**src/sv/pdm_pkg.sv**
```systemverilog
package pdm_pkg;

  localparam int CORDIC_STEPS = 24;
  localparam int STEP_W = 5;
  localparam int ANG_W = 28;

  // controller commands to the datapath
  typedef struct packed {
    logic latch;      // capture input item, update counters
    logic mul_start;  // begin quaternion / distance products
    logic mul_step;   // one product step
    logic sq_start;   // begin both square roots
    logic sq_step;    // one root step
    logic cor_start;  // begin cordic
    logic cor_step;   // one cordic step
    logic finish;     // fold results into peaks, load output
  } pdm_cmd_t;

  // datapath status back to the controller
  typedef struct packed {
    logic mul_done;
    logic sq_done;
    logic cor_done;
    logic usable;
  } pdm_sts_t;

  // atan(2^-i) in units of 2^-20 degree
  function automatic logic [ANG_W-1:0] atan_lut(input logic [STEP_W-1:0] i);
    logic [ANG_W-1:0] v;
    case (i)
      5'd0: v = 28'd47185920;   5'd1: v = 28'd27855475;
      5'd2: v = 28'd14718068;   5'd3: v = 28'd7471121;
      5'd4: v = 28'd3750058;    5'd5: v = 28'd1876857;
      5'd6: v = 28'd938658;     5'd7: v = 28'd469357;
      5'd8: v = 28'd234682;     5'd9: v = 28'd117342;
      5'd10: v = 28'd58671;     5'd11: v = 28'd29335;
      5'd12: v = 28'd14668;     5'd13: v = 28'd7334;
      5'd14: v = 28'd3667;      5'd15: v = 28'd1833;
      5'd16: v = 28'd917;       5'd17: v = 28'd458;
      5'd18: v = 28'd229;       5'd19: v = 28'd115;
      5'd20: v = 28'd57;        5'd21: v = 28'd29;
      5'd22: v = 28'd14;        5'd23: v = 28'd7;
      default: v = '0;
    endcase
    return v;
  endfunction

endpackage

```
**src/sv/pdm_ctrl.sv**
```systemverilog
module pdm_ctrl (
  input  logic              clk,
  input  logic              rst_n,
  input  logic              in_fire,
  input  logic              out_busy,
  input  logic              out_fire,
  input  pdm_pkg::pdm_sts_t sts,
  output pdm_pkg::pdm_cmd_t cmd,
  output logic              idle
);
  import pdm_pkg::*;

  localparam logic [2:0] S_IDLE = 3'd0;
  localparam logic [2:0] S_MUL  = 3'd1;
  localparam logic [2:0] S_SQ   = 3'd2;
  localparam logic [2:0] S_COR  = 3'd3;
  localparam logic [2:0] S_FIN  = 3'd4;
  localparam logic [2:0] S_WAIT = 3'd5;

  logic [2:0] state_r, state_nxt;

  // sequencing of one item through the shared units
  always_comb begin
    state_nxt = state_r;
    cmd = '0;
    case (state_r)
      S_IDLE: begin
        if (in_fire) begin
          cmd.latch = 1'b1;
          cmd.mul_start = 1'b1;
          state_nxt = S_MUL;
        end
      end
      S_MUL: begin
        if (sts.mul_done) begin
          cmd.sq_start = 1'b1;
          state_nxt = S_SQ;
        end else begin
          cmd.mul_step = 1'b1;
        end
      end
      S_SQ: begin
        if (sts.sq_done) begin
          cmd.cor_start = 1'b1;
          state_nxt = S_COR;
        end else begin
          cmd.sq_step = 1'b1;
        end
      end
      S_COR: begin
        if (sts.cor_done) begin
          state_nxt = S_FIN;
        end else begin
          cmd.cor_step = 1'b1;
        end
      end
      S_FIN: begin
        if (!out_busy || out_fire) begin
          cmd.finish = 1'b1;
          state_nxt = S_IDLE;
        end
      end
      S_WAIT: state_nxt = S_IDLE;
      default: state_nxt = S_IDLE;
    endcase
  end

  assign idle = (state_r == S_IDLE);

  always_ff @(posedge clk) begin
    if (!rst_n) begin
      state_r <= S_IDLE;
    end else begin
      state_r <= state_nxt;
    end
  end

endmodule

```
**config.mk**
```make
export PLATFORM = sky130hd
export DESIGN_NAME = pdm_ctrl
export DESIGN_NICKNAME = d
export VERILOG_FILES = /design/src/sv/pdm_pkg.sv /design/src/sv/pdm_ctrl.sv
export SDC_FILE = /design/constraint.sdc
export NUM_CORES = 1
export LEC_CHECK = 0
export ABC_AREA = 1
export BUFFER_PORTS_ARGS = -buffer_cell sky130_fd_sc_hd__buf_2
export CAP_MARGIN = 30
export CORE_AREA = 2 2 39 41
export CTS_BUF_LIST = sky130_fd_sc_hd__clkbuf_16
export CTS_CLUSTER_DIAMETER = 200
export DETAILED_ROUTE_END_ITERATION = 8
export DIE_AREA = 0 0 41 43
export PLACE_DENSITY = 0.52
export SYNTH_ARGS = -nofsm -noshare
export SYNTH_HDL_FRONTEND = slang
export SYNTH_SLANG_ARGS = --single-unit
```
**constraint.sdc**
```tcl
create_clock -name clk -period 3 [get_ports clk]
set_input_delay 0.15 -clock clk [delete_from_list [all_inputs] [get_ports clk]]
set_output_delay 0.15 -clock clk [all_outputs]
set_load 0.01 [all_outputs]
```
== Yosys cells after proc, flatten, opt, wreduce, memory -nomap -nowiden ==
Cells that the tools add are included.
Widths: inputs -> output; s select.

* Eq/ne operators: 9
* Muxes and demuxes: 18
* Reductions and logical operators: 4

{| class="wikitable"
|+ Operators by type and width
! cell !! number
|-
| $mux 3 || 5
|-
| $pmux 3 s5 || 1
|-
| $ne 2x2->1 const B || 5
|-
| $mux 1 || 8
|-
| $mux 2 || 4
|-
| $eq 3x2->1 const B || 2
|-
| $reduce_and 5->1 || 1
|-
| $eq 3x1->1 const B || 1
|-
| $eq 3x3->1 const B || 1
|-
| $logic_not 3->1 || 1
|-
| $logic_not 1->1 || 1
|-
| $logic_or 1x1->1 || 1
|}

* Output and inout port bits: 9
* Word-level logic and storage cells: 32
* Input bits: 9
* Bits in registers: 3

== Depth between registers and ports, before layout ==
Gate-level depths: netlist of the first run.

* Depth in word-level cells: 4
* Mapped depth: 8
* Depth with buffers taken out: 8

== Worst setup path before layout of the first run ==
OpenSTA, ideal clock, no wires.

* Kind: reg2out
* From: reg state_r[2]
* To: out cmd[7] (netlist name)
* Cell stages (with the launch flop): 5
* Arrival: 0.974 ns
* Buffers on the path: 1
* Setup slack: 1.876 ns
* Data required time: 2.850 ns
* Cell sequence: dfxtp_1 nor2_2 nand2_1 nor2_1 buf_4

{| class="wikitable"
|+ RTL lines
! what !! line !! RTL
|-
| start: declaration || pdm_ctrl.sv:20 || <nowiki>logic [2:0] state_r, state_nxt;</nowiki>
|-
| start signal: assignment || pdm_ctrl.sv:74 || <nowiki>state_r <= state_nxt;</nowiki>
|-
| end: declaration || pdm_ctrl.sv:8 || <nowiki>output pdm_pkg::pdm_cmd_t cmd,</nowiki>
|}

==> results of run 1 <==
## per-stage QoR
step / worst slack, ns / instances / hold slack [ns] / power, mW
floorplan: 1.88 / 48 / 0.309 / 0.252
global placement: 1.84 / 79 / 0.426 / 0.309
detailed placement: 1.84 / 79 / 0.428 / 0.310
CTS: 1.68 / 83 / 0.205 / 0.516
global route: 1.59 / 83 / 0.241 / 0.562
finish: 1.70 / 83 / 0.196 / 0.510
## final cells by class
type,count,area [um^2]
clock buffer,3,75.1
clock inverter,1,3.75
fill,160,932
inverter,14,52.6
multi-input combinational,30,160
sequential,3,60.1
tap,16,20.0
timing repair buffer,16,80.1
## cell families (layout without fill, tap and decap cells)
logic type,count (synthesis),count (layout)
AO/OA/AOI/OAI,5,5
buffers and inverters,15,34
flip-flops,3,3
AND/OR/NAND/NOR,25,25
## routing by layer
layer | vias to the layer above | track usage (%) | part of all wire [%]
met5 | - | 0 | 0
met4 | 0 | 2.00 | 0
met3 | 0 | 1.57 | 9.2
met2 | 11 | 10.9 | 46
met1 | 129 | 10.6 | 45
li1 | 182 | - | -
## worst paths after layout
kind	cells past startpoint	endpoint	slack (ns)	from
max	4	cmd[6]	1.70	state_r[2]$_SDFFE_PN0P_
max reg2reg	7	state_r[2]$_SDFFE_PN0P_	1.85	state_r[1]$_SDFFE_PN0P_
min reg2reg	2	state_r[0]$_SDFFE_PN0P_	0.58	state_r[0]$_SDFFE_PN0P_
min	3	state_r[0]$_SDFFE_PN0P_	0.20	rst_n
## worst max-delay path, stage by stage, from the launching register on
cell     delay, ns
dfxtp_1       0.34
nor2_2        0.23
nand2_1       0.10
nor2_1        0.11
buf_2         0.14
## cells in the final DEF, fill, tap and decap left out
cell	n
inv_1	15
nand2_2	2
nand2_1	8
a21oi_1	2
nor2_2	2
nand3_2	2
o21ai_1	2
a21oi_2	1
nand3_1	3
nor2_4	1
nor2_1	5
dfxtp_1	3
buf_2	16
nor3_1	1
clkbuf_16	3
nand4_1	1
## report_power, final
part	leakage [nW]	switching (mW)	internal, mW
clock	0.0423	0.0321	0.171
combinational	0.220	0.136	0.0875
sequential	0.0247	0.0252	0.0579
==> results.cfg, run 1 <==
[grt]
globalRouteOverflowTotal = 0
track_usage_pct = 7.42
grt_pass1_vias = 243
antenna_found_initial = 0
grt_pass1_wl_um = 938
grt_max_degree = 6

[clock_tree]
clk_pin_slew_ns = 0.03
root_buffer = clkbuf_16
cts_tree = built
htree_levels = 1
clk_latency_ns = 0.22
cts_max_path_buffers = 2
clock-sinks = 3
cts_buffers = 3
cts_resized = 0
cts_hold_buf = 0
cts_setup_buffers = 0

[finish]
largest_register_ff_count = 3
drive_above_1_share_pct = 40.3
design_area_um2 = 452
fin_util_pct = 32.6
antenna_cells = 0
final_nets = 77
area_growth_pct = 61.2
regMostFlops = state_r
top_regs = state_r (3)

[setup_path]
critPathLaunchType = register
cp.required_ns = 2.85
cp.arrival_ns = 1.15
worstSetupPathType = register to output port
cp_max_fo = 5
crit_path_end_kind = output port

[synthesis]
synthFlopType = dfxtp_1
yosysSeqAreaShare_pct = 21.4
synthAdderAreaFrac_pct = 0
synth_top_family_by_area = simple AND/OR/NAND/NOR gates
yosys-top-cells-count = inv_1 (14), nand2_1 (8), nor2_1 (5)
synth_edf_count = 0
synthArstFlopShare_pct = 0
synthMuxAreaShare_pct = 0
synth_compound_area_share_pct = 10.3
yosysTopAreaCell = dfxtp_1
synth-simple-area-share_pct = 46.9
netlist_instances = 48
synth.top_cell.area_share_pct = 21.4
yosysMostFrequentCell = inv_1
synth-seq-cells = 3
synth_area_leaders = dfxtp_1 (21%), inv_1 (19%), nand2_1 (11%), nand3_2 (7.1%), nor2_1 (6.7%)
yosysWarnings = 0
synth_xor_area_share_pct = 0
avgSynthCellArea_um2 = 5.84
synth.net_count = 57
ys_types = 15
synth_area_um2 = 280

[placement]
hpwlAfterDp_um = 510
dpl_cell_area_um2 = 373
place_congestion = 0.669
portBuffers = 16

[sta]
rsz0062_at_grt = no
fmax_ghz = 0.769
tightestPinTransition_ns = 0.222
post-route-period-util_pct = 43.4
slew_headroom_pct = 85.2
finalSetupViolCount = 0
tns_ns = 0
final_hold_viol_count = 0
period_minus_slack_ns = 1.30
maxSlewViolCount = 0
finalClockSkew_ns = 0.000301

[floorplanning]
fp.dieW_um = 41
core_area_um2 = 1380
die_area_um2 = 1760
io_pins = 18
start_util_pct = 20.3
rows = 14
die_height_um = 43

[routing]
vias = 322
wirelength_um = 597
drt-initial-drc-count = 3
via_per_inst = 3.88
drtAntennaViolNets = 0
wire_per_inst_um = 7.19
first_pass_iters = 2
drc = 0

[pwr]
p_per_area_nw_per_um2 = 1130
peakVddDrop_mv = 0.442
power.leakage_nw = 0.287

[run_status]
status = completed

[job]
maxCapViolations = 0

[worst_hold_path]
min_path_type = input port to register
(Power assumes the default switching activity.)
==> run 2: changes to the inputs <==
==> constraint.sdc (replaced) <==
create_clock -name clk -period 1.31 [get_ports clk]
set_input_delay 0.0655 -clock clk [delete_from_list [all_inputs] [get_ports clk]]
set_output_delay 0.0655 -clock clk [all_outputs]
set_load 0.01 [all_outputs]
==> run 2 against run 1 <==
Net effect: design area increased by 0.28%; combinational power up 130%; total power increased by 130%; critical path type unchanged; register-to-register slack worse by 1.7 ns.
==> results.cfg, run 2 (synthesized netlist as in run 1, its figures left out) <==
[setup_path]
r2r_cells = 7
cp.arrival_ns = 1.15
cpMaxStageDelayCell = dfxtp_1
cp.required_ns = 1.24
crit_path_end_kind = output port
path_cells = nor2_2, nand2_1, nor2_1, buf_2
worstSetupPathType = register to output port
critPathLaunchType = register
cp_max_fo = 5
cpPeakStageDelay_ns = 0.34

[sta]
finalClockSkew_ns = 0.000237
finalSetupViolCount = 0
setup_ws_ns = 0.0932
period_minus_slack_ns = 1.22
rsz0062_at_grt = yes
tightestPinTransition_ns = 0.222
post-route-period-util_pct = 92.9
maxSlewViolCount = 0
fmax_ghz = 0.822
final_hold_viol_count = 0
slew_headroom_pct = 85.2

[clock_tree]
cts_hold_buf = 0
htree_levels = 1
cts_tree = built
clk_latency_ns = 0.22
clock-sinks = 3
clk_pin_slew_ns = 0.03
cts_buffers = 3
root_buffer = clkbuf_16
cts_max_path_buffers = 2

[floorplanning]
core_area_um2 = 1380
die_height_um = 43
rows = 14
start_util_pct = 20.3
fp.dieW_um = 41
io_pins = 18
die_area_um2 = 1760

[finish]
final_cell_mix = buf_2 (16), inv_1 (15), nand2_1 (8)
final_common_cell = buf_2
fin_util_pct = 32.7
design_area_um2 = 453
regMostFlops = state_r
area_growth_pct = 61.6
final_nets = 77
antenna_cells = 0
largest_register_ff_count = 3
drive_above_1_share_pct = 41.8
top_regs = state_r (3)

[routing]
wire_per_inst_um = 7.20
drt-initial-drc-count = 3
via_per_inst = 3.87
wirelength_um = 598
vias = 321
drc = 0
drtAntennaViolNets = 0
first_pass_iters = 2

[grt]
grt_pass1_vias = 243
track_usage_pct = 7.42
grt_max_degree = 6
antenna_found_initial = 0
grt_pass1_wl_um = 938
globalRouteOverflowTotal = 0

[pwr]
peakVddDrop_mv = 1.03
power.leakage_nw = 0.288
p_per_area_nw_per_um2 = 2590

[placement]
dp_slack_ns = 0.151
hpwlAfterDp_um = 510
dpl_cell_area_um2 = 373
portBuffers = 16
place_congestion = 0.669

[job]
maxCapViolations = 0

[worst_hold_path]
min_path_type = input port to register
min_path_cells = 3

[run_status]
status = completed
## run 2: cell counts in the layout (fill, tap and decap cells not counted)
Identical to the previous run, type by type.
## run 2: final timing paths
kind	to	slack [ns]	startpoint
worst max-delay path	cmd[6]	0.09	state_r[2]$_SDFFE_PN0P_
worst min-delay path	state_r[0]$_SDFFE_PN0P_	0.11	rst_n
worst max register to register	state_r[2]$_SDFFE_PN0P_	0.17	state_r[2]$_SDFFE_PN0P_
worst min register to register	state_r[0]$_SDFFE_PN0P_	0.58	state_r[0]$_SDFFE_PN0P_
## run 2: critical path: cells and delay by family (launching register included)
family,cells,cell delay [ns]
and+or+nand+nor,3,0.44
DFF,1,0.34
buffers and inverters,1,0.14
## run 2: report_power, final
group          total [mW]  internal [mW]  switching (mW)  leakage (nW)
clock network       0.466          0.393          0.0738        0.0423
logic               0.512          0.201           0.311         0.220
registers           0.193          0.136          0.0578        0.0251
## run 2: final cells by class
class | instances | area (um^2)
repair buffers | 16 | 80.1
flip-flops and latches | 3 | 61.3
multi-input cells | 30 | 160
well taps | 16 | 20.0
clock buffers | 3 | 75.1
inverters | 14 | 52.6
clock inverters | 1 | 3.75
fillers | 160 | 931
## run 2: stage by stage
stage	power (mW)	hold WS (ns)	setup TNS (ns)	cells
2_1_floorplan	0.577	0.213	0	48
3_3_place_gp	0.707	0.342	0	79
3_5_place_dp	0.709	0.344	0	79
4_1_cts	1.18	0.121	0	83
5_1_grt	1.29	0.156	-0.0334	83
6_report	1.17	0.112	0	83
## run 2: per-layer routing
metal / share of wire [%] / wire (um) / GRT usage (%)
met1: 45 / 268 / 10.6
met2: 46 / 275 / 10.9
met3: 9.2 / 55 / 1.57
met4: 0 / 0 / 2.00
met5: 0 / 0 / 0
## run 2: what timing repair did
action                                 CTS  global route
setup buffers                            0             0
endpoints found under the hold margin    0             0
gates resized for setup                  0             1
setup endpoints to repair                0             3
==> run 3: changes to the inputs <==
==> constraint.sdc (replaced) <==
create_clock -name clk -period 1.31 [get_ports clk]
set_input_delay 0.1965 -clock clk [delete_from_list [all_inputs] [get_ports clk]]
set_output_delay 0.1965 -clock clk [all_outputs]
set_load 0.01 [all_outputs]
==> run 3 against run 2 <==
Net effect: utilization up 1.6 points; sequential power up 8%; cell count increased by 1.2%; critical path type unchanged; critical endpoint is now cmd[4]; largest cell class unchanged; largest power group unchanged.
==> results.cfg, run 3 (synthesized netlist as in run 1, its figures left out) <==
[run_status]
status = completed

[pwr]
seqPwrFrac_pct = 16.8
switching_share_pct = 37.6
p_int_uw = 777
power_mw = 1.25
pwr-share-comb_pct = 45.7
pwr-share-clk_pct = 37.5
peakVddDrop_mv = 1.16
p_per_area_nw_per_um2 = 2620
power.leakage_nw = 0.294
switchingPower_uw = 468

[sta]
finalSetupViolCount = 0
slew_headroom_pct = 89.4
finalClockSkew_ns = 0.000748
maxSlewViolCount = 0
post-route-period-util_pct = 94.6
rsz0062_at_grt = yes
tightestPinTransition_ns = 0.158
final_hold_viol_count = 0
fmax_ghz = 0.807
period_minus_slack_ns = 1.24

[finish]
regMostFlops = state_r
final_common_cell = buf_2
antenna_cells = 0
drive_above_1_share_pct = 50.0
largest_register_ff_count = 3
fin_util_pct = 34.4
final_nets = 78
area_growth_pct = 69.6
fillers = 155
top_regs = state_r (3)
final_cell_mix = buf_2 (16), inv_1 (15), nand2_1 (7)

[clock_tree]
clock-sinks = 3
clk_pin_slew_ns = 0.03
cts_buffers = 3
cts_tree = built
cts_max_path_buffers = 2
htree_levels = 1
clk_latency_ns = 0.22
root_buffer = clkbuf_16

[floorplanning]
start_util_pct = 20.3
core_area_um2 = 1380
die_height_um = 43
die_area_um2 = 1760
io_pins = 18
rows = 14
fp.dieW_um = 41

[grt]
antenna_found_initial = 0
grt_pass1_vias = 258
globalRouteOverflowTotal = 0
track_usage_pct = 7.43
grt_pass1_wl_um = 903
grt_max_degree = 6

[setup_path]
reg2reg_from = state_r[0]$_SDFFE_PN0P_
crit_family = flip-flops
cp.arrival_ns = 1.04
r2r_slack_ns = 0.22
critPathLaunchType = register
path_cells = inv_1, nor2_2, nand2_1, nor2_1, buf_2
cp_max_fo = 5
path_depth = 5
r2r_cells = 8
cpPeakStageDelay_ns = 0.37
startpoint = state_r[0]$_SDFFE_PN0P_
cpMaxStageDelayCell = dfxtp_2
crit_path_end_kind = output port
worstSetupPathType = register to output port
endpoint = cmd[4]
worstReg2RegEnd = state_r[2]$_SDFFE_PN0P_
cp.required_ns = 1.11
critPathBufInv = 2

[job]
maxCapViolations = 0

[routing]
drc = 0
wirelength_um = 595
drt-initial-drc-count = 4
drtAntennaViolNets = 0
vias = 332
first_pass_iters = 4
via_per_inst = 3.95
wire_per_inst_um = 7.08

[placement]
hpwlAfterDp_um = 507
portBuffers = 16
place_congestion = 0.669

[worst_hold_path]
min_path_type = input port to register
==> run 3: cell count changes in the layout (fill, tap and decap cells not counted) <==
cell,change
buf_4,+1
dfxtp_1,-2
dfxtp_2,+2
nand2_1,-1
nand2_2,+1
nor2_1,-2
nor2_2,+1
nor2_4,+1
==> run 3: area by class of cell <==
class | count | area, um^2 | share of cell area [%]
repair buffers | 17 | 87.6 | 18.4
well taps | 16 | 20.0 | 4.21
multi-input cells | 30 | 173 | 36.3
inverters | 14 | 52.6 | 11.1
flip-flops and latches | 3 | 63.8 | 13.4
clock buffers | 3 | 75.1 | 15.8
clock inverters | 1 | 3.75 | 0.789
==> run 3: per-layer routing <==
layer / routed length, um / up-vias / part of all wire, % / GRT usage, %
met1: 250 / 136 / 42 / 8.68
met5: 0 / - / 0 / 0
met2: 296 / 13 / 50 / 11.9
met4: 0 / 0 / 0 / 4.00
met3: 49 / 0 / 8.2 / 1.57
li1: - / 183 / - / -
==> run 3: how the worst min path moves through the flow <==
stage,startpoint,endpoint,cells after the start
after floorplan,rst_n,state_r[0]$_SDFFE_PN0P_,2
after global placement,rst_n,state_r[0]$_SDFFE_PN0P_,3
after CTS,rst_n,state_r[0]$_SDFFE_PN0P_,3
after global routing,rst_n,state_r[0]$_SDFFE_PN0P_,3
final,rst_n,state_r[0]$_SDFFE_PN0P_,3
after detailed placement,rst_n,state_r[0]$_SDFFE_PN0P_,3
==> run 3: timing repair <==
item | 4_1_cts | 5_1_grt
setup buffers | 0 | 1
hold buffers | 0 | 0
endpoints found under the hold margin | 0 | 0
resized for setup | 2 | 5
endpoints found under the setup margin | 4 | 7
pin swaps | 0 | 2
==> run 3: tightest hold or removal path, delay by kind of cell <==
kind	cells	cell delay [ns]
buf+inv	2	0.13
compound gates	1	0.10
==> run 3: metrics by stage <==
step	hold WS (ns)	worst slack [ns]	std cells	setup TNS [ns]	instance area, um^2
final	0.246	0.0713	84	0	475
after global routing	0.278	-0.0253	84	-0.0468	475
after CTS	0.248	0.00932	83	0	458
after detailed placement	0.475	0.162	79	0	373
after global placement	0.473	0.153	79	0	373
after floorplan	0.355	0.140	48	0	280
==> run 3: power by group through the flow <==
stage | logic, mW | registers [mW] | clock network, mW
2_1_floorplan | 0.399 | 0.178 | 0
3_3_place_gp | 0.514 | 0.193 | 0
3_5_place_dp | 0.516 | 0.191 | 0
4_1_cts | 0.524 | 0.203 | 0.476
5_1_grt | 0.660 | 0.219 | 0.483
6_report | 0.569 | 0.209 | 0.467
